[src/qs_pkg.sv]
// qs_pkg: shared types and constants for the quicksort engine
// no dependencies; used by qs_ctrl, qs_dp and quicksort_engine

package qs_pkg;

  localparam int unsigned MaxElements = 64;
  localparam int unsigned DataW       = 32;

  // controller states
  typedef enum logic [3:0] {
    S_LOAD,
    S_INIT,
    S_POP,
    S_RANGE,
    S_CHECK,
    S_PIVOT,
    S_SCAN_I,
    S_SCAN_K,
    S_SWAP,
    S_FINISH,
    S_FIN_HI,
    S_FIN_K,
    S_PUSH_HI,
    S_PUSH_LO,
    S_OUT_RD,
    S_OUT
  } state_e;

  // datapath commands
  typedef enum logic [4:0] {
    OP_NONE,
    OP_LOAD,
    OP_INIT,
    OP_POP,
    OP_RANGE,
    OP_PIVOT,
    OP_PIV_CAP,
    OP_STEP_I,
    OP_TO_K,
    OP_STEP_K,
    OP_SWAP_I,
    OP_SWAP_K,
    OP_FIN_RD,
    OP_FIN_HI,
    OP_FIN_K,
    OP_PUSH_HI,
    OP_PUSH_LO,
    OP_OUT_RD,
    OP_OUT_NEXT,
    OP_CLEAR
  } op_e;

  // status from datapath to controller
  typedef struct packed {
    logic stack_empty;
    logic range_ok;
    logic i_lt_k;
    logic elem_lt_pivot;
    logic hi_gt_k;
    logic push_hi_ok;
    logic push_lo_ok;
    logic out_last;
  } status_t;

endpackage

[src/quicksort_engine.sv]
// quicksort_engine: top level, joins qs_ctrl and qs_dp
// depends on qs_pkg, qs_ctrl, qs_dp
//
// channel  | direction | ports
// input    | in        | start, busy, value_i, last_i
// result   | out       | strobe, sorted_value_o, final_res_o
//
// loading accepts elements back to back while busy is low. after the item
// flagged last the engine sets up the range stack; per popped range it loads
// and checks the bounds, takes the pivot, scans i up and k down, swaps pairs
// out of place and moves the pivot when needed, then pushes the sub-ranges;
// on an empty stack it reads the first element, then one result per cycle.
// reset clears counts and control; store contents stay undefined.
// the receiver cannot stall; busy stays high from the cycle after the last
// item through the cycle of the final result.

module quicksort_engine #(
  parameter int unsigned MAX_ELEMENTS = qs_pkg::MaxElements
) (
  input  logic                            clk_i,
  input  logic                            rst_ni,
  input  logic                            start,
  output logic                            busy,
  input  logic signed [qs_pkg::DataW-1:0] value_i,
  input  logic                            last_i,
  output logic                            strobe,
  output logic signed [qs_pkg::DataW-1:0] sorted_value_o,
  output logic                            final_res_o
);

  qs_pkg::op_e     op;
  qs_pkg::status_t st;
  logic [qs_pkg::DataW-1:0] data;

  qs_ctrl u_ctrl (
    .clk_i, .rst_ni, .start_i(start), .last_i, .status_i(st),
    .op_o(op), .busy_o(busy), .strobe_o(strobe)
  );

  qs_dp #(.MAX_ELEMENTS(MAX_ELEMENTS)) u_dp (
    .clk_i, .rst_ni, .op_i(op), .value_i(value_i),
    .status_o(st), .data_o(data)
  );

  assign sorted_value_o = $signed(data);
  assign final_res_o    = strobe & st.out_last;

  // results only while busy
  assert property (@(posedge clk_i) disable iff (!rst_ni) strobe |-> busy)
    else $error("result strobe while idle");
  // final result ends the run
  assert property (@(posedge clk_i) disable iff (!rst_ni) final_res_o |=> !busy)
    else $error("still busy after final result");
  // final flag only with strobe
  assert property (@(posedge clk_i) disable iff (!rst_ni) final_res_o |-> strobe)
    else $error("final flag without strobe");

endmodule

[src/qs_ctrl.sv]
// qs_ctrl: controller state machine of the quicksort engine
// depends on qs_pkg

module qs_ctrl (
  input  logic              clk_i,
  input  logic              rst_ni,
  input  logic              start_i,
  input  logic              last_i,
  input  qs_pkg::status_t   status_i,
  output qs_pkg::op_e       op_o,
  output logic              busy_o,
  output logic              strobe_o
);

  qs_pkg::state_e state_q, state_d;

  // state register
  always_ff @(posedge clk_i or negedge rst_ni) begin
    if (!rst_ni) begin
      state_q <= qs_pkg::S_LOAD;
    end else begin
      state_q <= state_d;
    end
  end

  // next state and commands
  always_comb begin
    state_d  = state_q;
    op_o     = qs_pkg::OP_NONE;
    busy_o   = 1'b1;
    strobe_o = 1'b0;
    case (state_q)
      qs_pkg::S_LOAD: begin
        busy_o = 1'b0;
        if (start_i) begin
          op_o = qs_pkg::OP_LOAD;
          if (last_i) state_d = qs_pkg::S_INIT;
        end
      end
      qs_pkg::S_INIT: begin
        op_o    = qs_pkg::OP_INIT;
        state_d = qs_pkg::S_POP;
      end
      qs_pkg::S_POP: begin
        if (status_i.stack_empty) begin
          state_d = qs_pkg::S_OUT_RD;
        end else begin
          op_o    = qs_pkg::OP_POP;
          state_d = qs_pkg::S_RANGE;
        end
      end
      qs_pkg::S_RANGE: begin
        // stack entry registered; load lo/hi
        op_o    = qs_pkg::OP_RANGE;
        state_d = qs_pkg::S_CHECK;
      end
      qs_pkg::S_CHECK: begin
        if (status_i.range_ok) begin
          op_o    = qs_pkg::OP_PIVOT;
          state_d = qs_pkg::S_PIVOT;
        end else begin
          state_d = qs_pkg::S_POP;
        end
      end
      qs_pkg::S_PIVOT: begin
        op_o    = qs_pkg::OP_PIV_CAP;
        state_d = qs_pkg::S_SCAN_I;
      end
      qs_pkg::S_SCAN_I: begin
        // element at i is registered
        if (!status_i.i_lt_k) begin
          state_d = qs_pkg::S_FINISH;
        end else if (status_i.elem_lt_pivot) begin
          op_o = qs_pkg::OP_STEP_I;
        end else begin
          op_o    = qs_pkg::OP_TO_K;
          state_d = qs_pkg::S_SCAN_K;
        end
      end
      qs_pkg::S_SCAN_K: begin
        // element at k is registered
        if (!status_i.i_lt_k) begin
          state_d = qs_pkg::S_FINISH;
        end else if (!status_i.elem_lt_pivot) begin
          op_o = qs_pkg::OP_STEP_K;
        end else begin
          op_o    = qs_pkg::OP_SWAP_I;
          state_d = qs_pkg::S_SWAP;
        end
      end
      qs_pkg::S_SWAP: begin
        op_o    = qs_pkg::OP_SWAP_K;
        state_d = qs_pkg::S_SCAN_I;
      end
      qs_pkg::S_FINISH: begin
        if (status_i.hi_gt_k) begin
          op_o    = qs_pkg::OP_FIN_RD;
          state_d = qs_pkg::S_FIN_HI;
        end else begin
          state_d = qs_pkg::S_PUSH_HI;
        end
      end
      qs_pkg::S_FIN_HI: begin
        op_o    = qs_pkg::OP_FIN_HI;
        state_d = qs_pkg::S_FIN_K;
      end
      qs_pkg::S_FIN_K: begin
        op_o    = qs_pkg::OP_FIN_K;
        state_d = qs_pkg::S_PUSH_HI;
      end
      qs_pkg::S_PUSH_HI: begin
        if (status_i.push_hi_ok) op_o = qs_pkg::OP_PUSH_HI;
        state_d = qs_pkg::S_PUSH_LO;
      end
      qs_pkg::S_PUSH_LO: begin
        if (status_i.push_lo_ok) op_o = qs_pkg::OP_PUSH_LO;
        state_d = qs_pkg::S_POP;
      end
      qs_pkg::S_OUT_RD: begin
        op_o    = qs_pkg::OP_OUT_RD;
        state_d = qs_pkg::S_OUT;
      end
      qs_pkg::S_OUT: begin
        strobe_o = 1'b1;
        if (status_i.out_last) begin
          op_o    = qs_pkg::OP_CLEAR;
          state_d = qs_pkg::S_LOAD;
        end else begin
          op_o = qs_pkg::OP_OUT_NEXT;
        end
      end
      default: state_d = qs_pkg::S_LOAD;
    endcase
  end

endmodule

[src/qs_dp.sv]
// qs_dp: element store, range stack, indexes and compare of the quicksort engine
// depends on qs_pkg

module qs_dp #(
  parameter int unsigned MAX_ELEMENTS = qs_pkg::MaxElements
) (
  input  logic                     clk_i,
  input  logic                     rst_ni,
  input  qs_pkg::op_e              op_i,
  input  logic [qs_pkg::DataW-1:0] value_i,
  output qs_pkg::status_t          status_o,
  output logic [qs_pkg::DataW-1:0] data_o
);

  localparam int unsigned AW = (MAX_ELEMENTS > 1) ? $clog2(MAX_ELEMENTS) : 1;
  localparam int unsigned CW = $clog2(MAX_ELEMENTS + 1);
  localparam int unsigned Dw = qs_pkg::DataW;

  logic [Dw-1:0]   mem [MAX_ELEMENTS];
  logic [2*AW-1:0] stk [MAX_ELEMENTS];

  logic [CW-1:0]   cnt_q, sp_q, cnt_d, sp_d;
  logic [AW-1:0]   lo_q, hi_q, i_q, k_q, oidx_q;
  logic [AW-1:0]   lo_d, hi_d, i_d, k_d, oidx_d;
  logic [Dw-1:0]   rd_q, piv_q, ai_q;
  logic [2*AW-1:0] srd_q;

  logic            we;
  logic [AW-1:0]   wa, ra;
  logic [Dw-1:0]   wd;
  logic            swe;
  logic [AW-1:0]   swa, sra;
  logic [2*AW-1:0] swd;
  logic [AW-1:0]   i_nx, k_nx, k_up, o_nx;
  logic            stk_room;

  assign i_nx     = i_q + AW'(1);
  assign k_nx     = k_q - AW'(1);
  assign k_up     = k_q + AW'(1);
  assign o_nx     = oidx_q + AW'(1);
  assign stk_room = sp_q < CW'(MAX_ELEMENTS);

  // control registers
  always_ff @(posedge clk_i or negedge rst_ni) begin
    if (!rst_ni) begin
      cnt_q <= '0; sp_q <= '0;
      lo_q <= '0; hi_q <= '0; i_q <= '0; k_q <= '0; oidx_q <= '0;
    end else begin
      cnt_q <= cnt_d; sp_q <= sp_d;
      lo_q <= lo_d; hi_q <= hi_d; i_q <= i_d; k_q <= k_d; oidx_q <= oidx_d;
    end
  end

  // command decode
  always_comb begin
    cnt_d = cnt_q; sp_d = sp_q; lo_d = lo_q; hi_d = hi_q; i_d = i_q; k_d = k_q;
    oidx_d = oidx_q;
    we = 1'b0; wa = i_q; wd = rd_q; ra = i_q;
    swe = 1'b0; swa = AW'(sp_q); swd = '0; sra = AW'(sp_q);
    case (op_i)
      qs_pkg::OP_LOAD: begin
        if (cnt_q < CW'(MAX_ELEMENTS)) begin
          we = 1'b1; wa = AW'(cnt_q); wd = value_i;
          cnt_d = cnt_q + CW'(1);
        end
      end
      qs_pkg::OP_INIT: begin
        sp_d = '0;
        if (cnt_q > CW'(1)) begin
          swe = 1'b1; swa = '0;
          swd = {AW'(0), AW'(cnt_q - CW'(1))};
          sp_d = CW'(1);
        end
      end
      qs_pkg::OP_POP: begin
        sp_d = sp_q - CW'(1);
        sra  = AW'(sp_q - CW'(1));
      end
      qs_pkg::OP_RANGE: begin
        lo_d = srd_q[2*AW-1:AW]; hi_d = srd_q[AW-1:0];
      end
      qs_pkg::OP_PIVOT: begin
        ra = hi_q; i_d = lo_q; k_d = hi_q;
      end
      qs_pkg::OP_PIV_CAP: ra = i_q;
      qs_pkg::OP_STEP_I: begin
        i_d = i_nx; ra = i_nx;
      end
      qs_pkg::OP_TO_K:  ra = k_q;
      qs_pkg::OP_STEP_K: begin
        k_d = k_nx; ra = k_nx;
      end
      qs_pkg::OP_SWAP_I: begin
        we = 1'b1; wa = i_q; wd = rd_q;
      end
      qs_pkg::OP_SWAP_K: begin
        we = 1'b1; wa = k_q; wd = ai_q; ra = i_q;
      end
      qs_pkg::OP_FIN_RD: ra = k_q;
      qs_pkg::OP_FIN_HI: begin
        we = 1'b1; wa = hi_q; wd = rd_q;
      end
      qs_pkg::OP_FIN_K: begin
        we = 1'b1; wa = k_q; wd = piv_q;
      end
      qs_pkg::OP_PUSH_HI: begin
        if (stk_room) begin
          swe = 1'b1; swd = {k_up, hi_q};
          sp_d = sp_q + CW'(1);
        end
      end
      qs_pkg::OP_PUSH_LO: begin
        if (stk_room) begin
          swe = 1'b1; swd = {lo_q, k_nx};
          sp_d = sp_q + CW'(1);
        end
      end
      qs_pkg::OP_OUT_RD: begin
        ra = '0; oidx_d = '0;
      end
      qs_pkg::OP_OUT_NEXT: begin
        oidx_d = o_nx; ra = o_nx;
      end
      qs_pkg::OP_CLEAR: begin
        cnt_d = '0; sp_d = '0;
      end
      default: ;
    endcase
  end

  // element store, one write and one registered read per cycle
  always_ff @(posedge clk_i) begin
    if (we) mem[wa] <= wd;
    rd_q <= mem[ra];
  end

  // range stack, one write and one registered read per cycle
  always_ff @(posedge clk_i) begin
    if (swe) stk[swa] <= swd;
    srd_q <= stk[sra];
  end

  // pivot kept for the compares and the finish, element at i kept for the swap
  always_ff @(posedge clk_i) begin
    if (op_i == qs_pkg::OP_PIV_CAP) piv_q <= rd_q;
    if (op_i == qs_pkg::OP_TO_K)    ai_q  <= rd_q;
  end

  assign data_o = rd_q;

  // status flags
  always_comb begin
    status_o               = '0;
    status_o.stack_empty   = (sp_q == '0);
    status_o.range_ok      = (lo_q < hi_q) && (CW'(hi_q) < cnt_q);
    status_o.i_lt_k        = i_q < k_q;
    status_o.elem_lt_pivot = $signed(rd_q) < $signed(piv_q);
    status_o.hi_gt_k       = hi_q > k_q;
    status_o.push_hi_ok    = ({1'b0, k_q} + (AW+1)'(1)) < {1'b0, hi_q};
    status_o.push_lo_ok    = ({1'b0, lo_q} + (AW+1)'(1)) < {1'b0, k_q};
    status_o.out_last      = (CW'(oidx_q) + CW'(1)) >= cnt_q;
  end

endmodule
[config.mk]
export PLATFORM = sky130hd
export DESIGN_NAME = quicksort_engine
export DESIGN_NICKNAME = d
export VERILOG_FILES = /design/src/qs_pkg.sv /design/src/quicksort_engine.sv /design/src/qs_ctrl.sv /design/src/qs_dp.sv
export SDC_FILE = /design/constraint.sdc
export NUM_CORES = 2
export LEC_CHECK = 0
export BUFFER_PORTS_ARGS = -buffer_cell sky130_fd_sc_hd__buf_2
export CAP_MARGIN = 20
export CORE_MARGIN = 4
export CORE_UTILIZATION = 50
export CTS_BUF_LIST = sky130_fd_sc_hd__clkbuf_16
export DETAILED_ROUTE_END_ITERATION = 10
export PLACE_DENSITY = 0.65
export SLEW_MARGIN = 5
export SYNTH_ARGS = -nofsm -noshare
export SYNTH_HDL_FRONTEND = slang
export SYNTH_SLANG_ARGS = --single-unit
[constraint.sdc]
create_clock -name clk_i -period 7 [get_ports clk_i]
set_input_delay 0 -clock clk_i [delete_from_list [all_inputs] [get_ports clk_i]]
set_output_delay 0 -clock clk_i [all_outputs]
set_load 0.02 [all_outputs]
=== Word level (Yosys, flattened, before mapping) ===
Memory sizes are Yosys's and may differ from the RTL's. A register that Yosys moved wholly into a read port is not among the register bits.
Index checks and enable logic that the tools add are counted.

* Flip-flop bits (word level): 112
* Bits in writable memories: 2816
* Bits of input ports: 36
* Output and inout port bits: 35
* Word-level logic and storage cells: 147
* Memories kept: 2

{| class="wikitable"
|+ Memory list
! memory !! words !! bits a word !! read ports !! clocked after memory_dff !! write ports !! line !! source
|-
| u_dp.mem || 64 || 32 || 1 || 1 || 1 || qs_dp.sv:19 || <nowiki>logic [Dw-1:0] mem [MAX_ELEMENTS];</nowiki>
|-
| u_dp.stk || 64 || 12 || 1 || 1 || 1 || qs_dp.sv:20 || <nowiki>logic [2*AW-1:0] stk [MAX_ELEMENTS];</nowiki>
|}

* Add/subtract/negate cells: 11
* Order comparisons: 11
* Eq/ne operators: 41
* Mux-type cells: 54
* Bitwise operators: 1
* Reduce and logical (&&, ||, !) cells: 17

{| class="wikitable"
|+ Operators with widths
! operator !! number
|-
| $pmux W32 S3 || 1
|-
| $pmux W5 S16 || 1
|-
| $pmux W4 S14 || 1
|-
| $mux W4 || 11
|-
| $eq A5 B4 Y1 const B || 8
|-
| $pmux W12 S3 || 1
|-
| $pmux W6 S2 || 3
|-
| $pmux W6 S6 || 1
|-
| $eq A4 B4 Y1 const B || 8
|-
| $lt A32 B32 Y1 || 1
|-
| $mux W32 || 1
|-
| $mux W6 || 5
|-
| $pmux W7 S4 || 1
|-
| $mux W12 || 2
|-
| $add A6 B1 Y7 const B || 3
|-
| $eq A5 B3 Y1 const B || 4
|-
| $eq A5 B5 Y1 const B || 4
|-
| $add A6 B1 Y6 const B || 3
|-
| $pmux W6 S3 || 1
|-
| $eq A4 B3 Y1 const B || 4
|-
| $mux W5 || 3
|-
| $add A7 B1 Y7 const B || 2
|-
| $lt A7 B6 Y1 || 2
|-
| $lt A7 B7 Y1 const B || 2
|-
| 30 further kinds || 62
|}

=== Logic depth before layout (Yosys ltp) ===
* Depth after elaboration: 9
* Mapped depth: 27
* Depth with buffers taken out: 19

=== Cells and area by module ===
A second synthesis with hierarchy kept.

* Cell total of the unflattened synthesis: 7280
* Area, all modules: 118473.6 µm²

{| class="wikitable"
|+ By module, submodules not included
! module !! instances !! cells each !! area an instance (µm²) !! seq. area each (µm²)
|-
| qs_dp || 1 || 7189 || 117835.5 || 88464.8
|-
| qs_ctrl || 1 || 90 || 631.9 || 100.1
|-
| quicksort_engine || 1 || 1 || 6.3 || 0.0
|}

=== Least setup slack after synthesis ===
Ideal clock, no wire load.

* Path type: reg-to-reg
* Start: register u_dp.k_q[0]
* End: register u_dp.rd_q[8], in the netlist u_dp.data_o[8] (read register of u_dp.mem)
* Library setup time: 0.143 ns
* Arrival: 4.920 ns
* Required time: 6.857 ns
* Setup slack: 1.937 ns
* Stages on the path, launching flop included: 24
* Buffers on the path: 8
* Clock period less this slack: 5.063 ns
* Path through: dfrtp_1 clkbuf_1 inv_1 ha_1 ha_1 nand2_1 o21ai_0 o2111ai_1 and2_1 clkbuf_2 or3_1 o21a_1 and4b_1 buf_6 o21ai_2 buf_6 buf_6 buf_6 buf_2 buf_2 mux2i_1 o221ai_1 a2111oi_0 o211ai_1

* Word-level cells in the longest chain between the ends: 7
* Elaborated cells between the ends (all ways): 21
* Those cells by class: 2 x add/sub; 4 x order compare; 7 x eq/ne; 7 x mux; 1 x reduce/logical

{| class="wikitable"
|+ RTL lines
! what !! line !! source
|-
| from (decl) || qs_dp.sv:23 || <nowiki>logic [AW-1:0] lo_q, hi_q, i_q, k_q, oidx_q;</nowiki>
|-
| from (signal assigned) || qs_dp.sv:50 || <nowiki>lo_q <= lo_d; hi_q <= hi_d; i_q <= i_d; k_q <= k_d; oidx_q <= oidx_d;</nowiki>
|-
| $add A6 B1 Y7 || qs_dp.sv:159 || <nowiki>status_o.push_hi_ok = ({1'b0, k_q} + (AW+1)'(1)) < {1'b0, hi_q};</nowiki>
|-
| $lt A7 B6 Y1 || qs_dp.sv:159 ||
|-
| $mux W4 || qs_ctrl.sv:112 || <nowiki>if (status_i.push_hi_ok) op_o = qs_pkg::OP_PUSH_HI;</nowiki>
|-
| $pmux W5 S16 || qs_ctrl.sv:32 || <nowiki>case (state_q)</nowiki>
|-
| $eq A5 B4 Y1 || qs_dp.sv:60 || <nowiki>case (op_i)</nowiki>
|-
| $reduce_or A2 Y1 (no line) || n/a ||
|-
| $pmux W6 S6 (*) || qs_dp.sv:60 ||
|-
| to (decl) || qs_dp.sv:25 || <nowiki>logic [Dw-1:0] rd_q, piv_q, ai_q;</nowiki>
|}

Every way passes the cells marked *; elsewhere a longest branch is shown, timed or not.
A chain may end at the register's enable or synchronous reset.

=== Final worst setup path ===
* Start: register u_dp.rd_q[7], in the netlist u_dp.data_o[7] (read register of u_dp.mem)
* End: register u_dp.rd_q[17], in the netlist u_dp.data_o[17] (read register of u_dp.mem)

* Word-level cells in the longest chain between the ends: 7
* Elaborated cells between the ends (all ways): 15
* Those cells by class: 1 x order compare; 7 x eq/ne; 6 x mux; 1 x reduce/logical

{| class="wikitable"
|+ RTL lines
! what !! line !! source
|-
| $lt A32 B32 Y1 (*) || qs_dp.sv:157 || <nowiki>status_o.elem_lt_pivot = $signed(rd_q) < $signed(piv_q);</nowiki>
|-
| $mux W2 / $mux W4 (equally long branches) || qs_ctrl.sv:84, qs_ctrl.sv:73 ||
|-
| $mux W5, on equally long branches || qs_ctrl.sv:82, qs_ctrl.sv:71 ||
|-
| $pmux W5 S16 (*) || qs_ctrl.sv:32 ||
|-
| $eq A5 B4 Y1 || qs_dp.sv:60 ||
|-
| $reduce_or A2 Y1 (no line) || n/a ||
|-
| $pmux W6 S6 (*) || qs_dp.sv:60 ||
|}

Marked as above.

==> flow_summary.yaml <==
power_and_ir_drop:
  power_density_nw_per_um2: 256
  max-vdd-ir-drop_mv: 0.281
  p_leak_uw: 0.0398
clocking:
  path_clk_slew_ns: 0.06
  clock-sinks: 2972
  cts_tree: "built"
  insertion_delay_ns: 0.96
  postCtsSetupRepairBufs: 0
  h-tree-depth: 5
  clockRootBuffer: "clkbuf_16"
  cts_made_buffers: 317
  cts_buffer_depth: 4
hold_path:
  hold_class: "in2reg"
yosys:
  synth_area_leaders: "edfxtp_1, mux4_2, mux2i_1"
  synthFlopType: "edfxtp_1"
  synth.yosys.warnings: 0
  synth_nets: 6970
  ys_types: 95
  synth-edff-count: 2880
  synthCells: 6853
  syn_area_per_cell_sq_um: 17.3
  synth_commonest_cells: "edfxtp_1, nand2_1, mux2i_1"
  ys_seq_elements: 2972
  yosysSeqAreaShare_pct: 74.5
  async_flop_share_pct: 1.62
  syn_area_sq_um: 119000
  yosysTopAreaCellShare_pct: 72.8
  yosysMostFrequentCell: "edfxtp_1"
  synth_top_area_cell: "edfxtp_1"
setup_path:
  crit_required_ns: 7.77
  endpoint_kind: "register"
  worstSetupPathType: "reg2reg"
  cp.arrival_ns: 7.49
  cp-start-kind: "register"
  worstPathCellList: "ha_1 > a21oi_1 > o21ai_0 > a221oi_1 > a21oi_1 > buf_4 > o31ai_4 > buf_4 > nor2_1 > a211oi_1 > a21oi_1 > nor2_4 > buf_4 > buf_4 > nand3_1 > o211ai_1 > nand4_1 > or3_1"
  slowest_delay_ns: 0.72
  worst-path-max-fanout: 15
  r2r_setup_slack_ns: 0.28
  worst_path_most_repeated_cell: "buf_4"
  slowest_stage: "nor2_4"
placement:
  dp_hpwl_um: 213000
  numPortBuffers: 70
  place_congestion: 0.931
  dp_cells: 10141
route:
  wl_um: 340000
  drc: 0
  drt_iter0_drc: 9572
  wire_per_inst_um: 31.7
  drtPass1Iterations: 7
  vias: 68115
  vias_per_cell: 6.35
  postRouteAntennaNets: 0
global_route:
  grt_pass1_wl_um: 485000
  grt_max_degree: 91
  grt_pass1_vias: 65625
  grt_usage_pct: 27.5
  grt-ovfl-total: 0
  antenna_found_initial: 14
cells_and_area:
  drive_above_1_share_pct: 20.1
  layoutNonFillerInstCount: 10721
  area_growth_pct: 14.7
  fin_nets: 7452
sta:
  fmax_mhz: 149
  rsz0062_at_grt: "false"
  finalHoldViolCount: 0
  worst_pin_slew_ns: 1.22
  tns_ns: 0
  setup_viol: 0
  post-route-min-period_ns: 6.72
  period_share_pct: 96.0
  fin_worst_skew_ns: 0.0812
  relSlewSlack_pct: 17.9
  maxSlewViolCount: 0
floorplanning:
  rows: 178
  core_area_sq_um: 236000
  initial_utilization_pct: 50.4
  die-area_sq_um: 246000
  die_x_um: 496
  io_pins: 71
  die-height_um: 496
run:
  max_cap_violations: 0
run_status:
  status: "finished clean"
[placed cells by master, fill, tap and decap left out, types with 48 or more instances in the layout]
cell / netlist / layout
buf_4: 45 / 388
inv_1: 62 / 130
buf_12: 0 / 71
dfrtp_1: 48 / 48
ha_1: 81 / 80
nor2b_1: 59 / 59
o21ai_0: 72 / 72
clkinv_1: 1 / 69
mux4_2: 372 / 372
edfxtp_1: 2880 / 2880
clkinv_2: 0 / 58
buf_2: 108 / 71
o22ai_1: 83 / 77
mux2i_1: 589 / 589
clkbuf_16: 0 / 320
a22oi_1: 60 / 60
nor2_4: 0 / 74
nand2_1: 787 / 754
a21oi_1: 252 / 250
a211oi_1: 62 / 62
nor2_1: 218 / 142
nand3_1: 181 / 179
[final timing paths]
check | start | to | cells after the start
setup / recovery | u_dp.data_o[7] | u_dp.data_o[17] | 18
hold / removal | value_i[13] | u_dp.mem[60][13] | 4
setup reg to reg | u_dp.data_o[7] | u_dp.data_o[17] | 18
hold reg to reg | u_dp.srd_q[1] | u_dp.hi_q[1] | 2
max in group asynchronous | rst_ni | u_dp.lo_q[2] | 4
min in group asynchronous | rst_ni | u_dp.k_q[4] | 4
[area by class of cell]
type                    instances  area [sq um]
flip-flops and latches       2972         88600
multi-input cells            3430         29100
repair buffers                548          4870
clock inverters               230          1560
inverters                      66           248
well taps                    3150          3940
clock buffers                 320          8010
diodes                          5          12.5
fillers                     17515         99600
[worst max-delay path, delay by kind of cell, from the launching register on]
kind,cells,cell delay (ns)
AND/OR/NAND/NOR,5,2.04
buffers and inverters,4,1.02
adder cells (fa/ha/maj),1,0.35
flip-flops,1,0.69
AO/OA/AOI/OAI,8,2.41
[report_power, final]
group / total [uW] / leakage (uW) / switching, uW / internal (uW)
logic: 31.3 / 0.0169 / 17.9 / 13.4
clock network: 15600 / 0.00497 / 6650 / 8990
registers: 19200 / 0.0180 / 0 / 19200
[kinds of logic after synthesis]
family          synth area share, %
flops                          74.5
compound gates                 4.83
xor+xnor                      0.258
simple gates                   5.54
fa+ha+maj                     0.853
mux                            12.2
buf+inv                        1.80
[state kept, by name, indices dropped and copies added, names as in the netlist]
register and count:
u_dp.i_q 6, u_dp.srd_q 12, u_dp.mem 2048, u_dp.k_q 6, u_dp.hi_q 6, u_dp.oidx_q 6, u_dp.data_o 32, u_dp.lo_q 6
u_dp.piv_q 32, u_dp.sp_q 7, u_ctrl.state_q 4, u_dp.ai_q 32, u_dp.cnt_q 7, u_dp.stk 768
[stage by stage]
stage          util [%]  hold slack [ns]  setup slack, ns  total power (uW)  cell area (sq um)
4_1_cts            57.7           0.0574           0.0899             35100             136000
6_report           57.8           0.0914            0.283             34900             136000
3_3_place_gp       53.6            0.156            0.218             19600             126000
3_5_place_dp       53.6            0.184            0.130             19600             126000
5_1_grt            57.8            0.133           0.0758             35900             136000
2_1_floorplan         -           -0.296             1.94             19600             119000
[routing by layer]
layer	global-route usage [%]	vias to the layer above	share of wire, %
li1	-	28262	-
met1	38.5	35013	38
met2	42.2	4048	46
met3	5.91	786	11
met4	11.7	6	4.9
met5	0	-	0.0085
[what timing repair did]
item / 4_1_cts / 5_1_grt
endpoints found under the setup margin: 0 / 3
resized for setup: 0 / 3
hold buffers: 12 / 4
hold endpoints to repair: 196 / 168
Power figures use the tool's default switching activity.
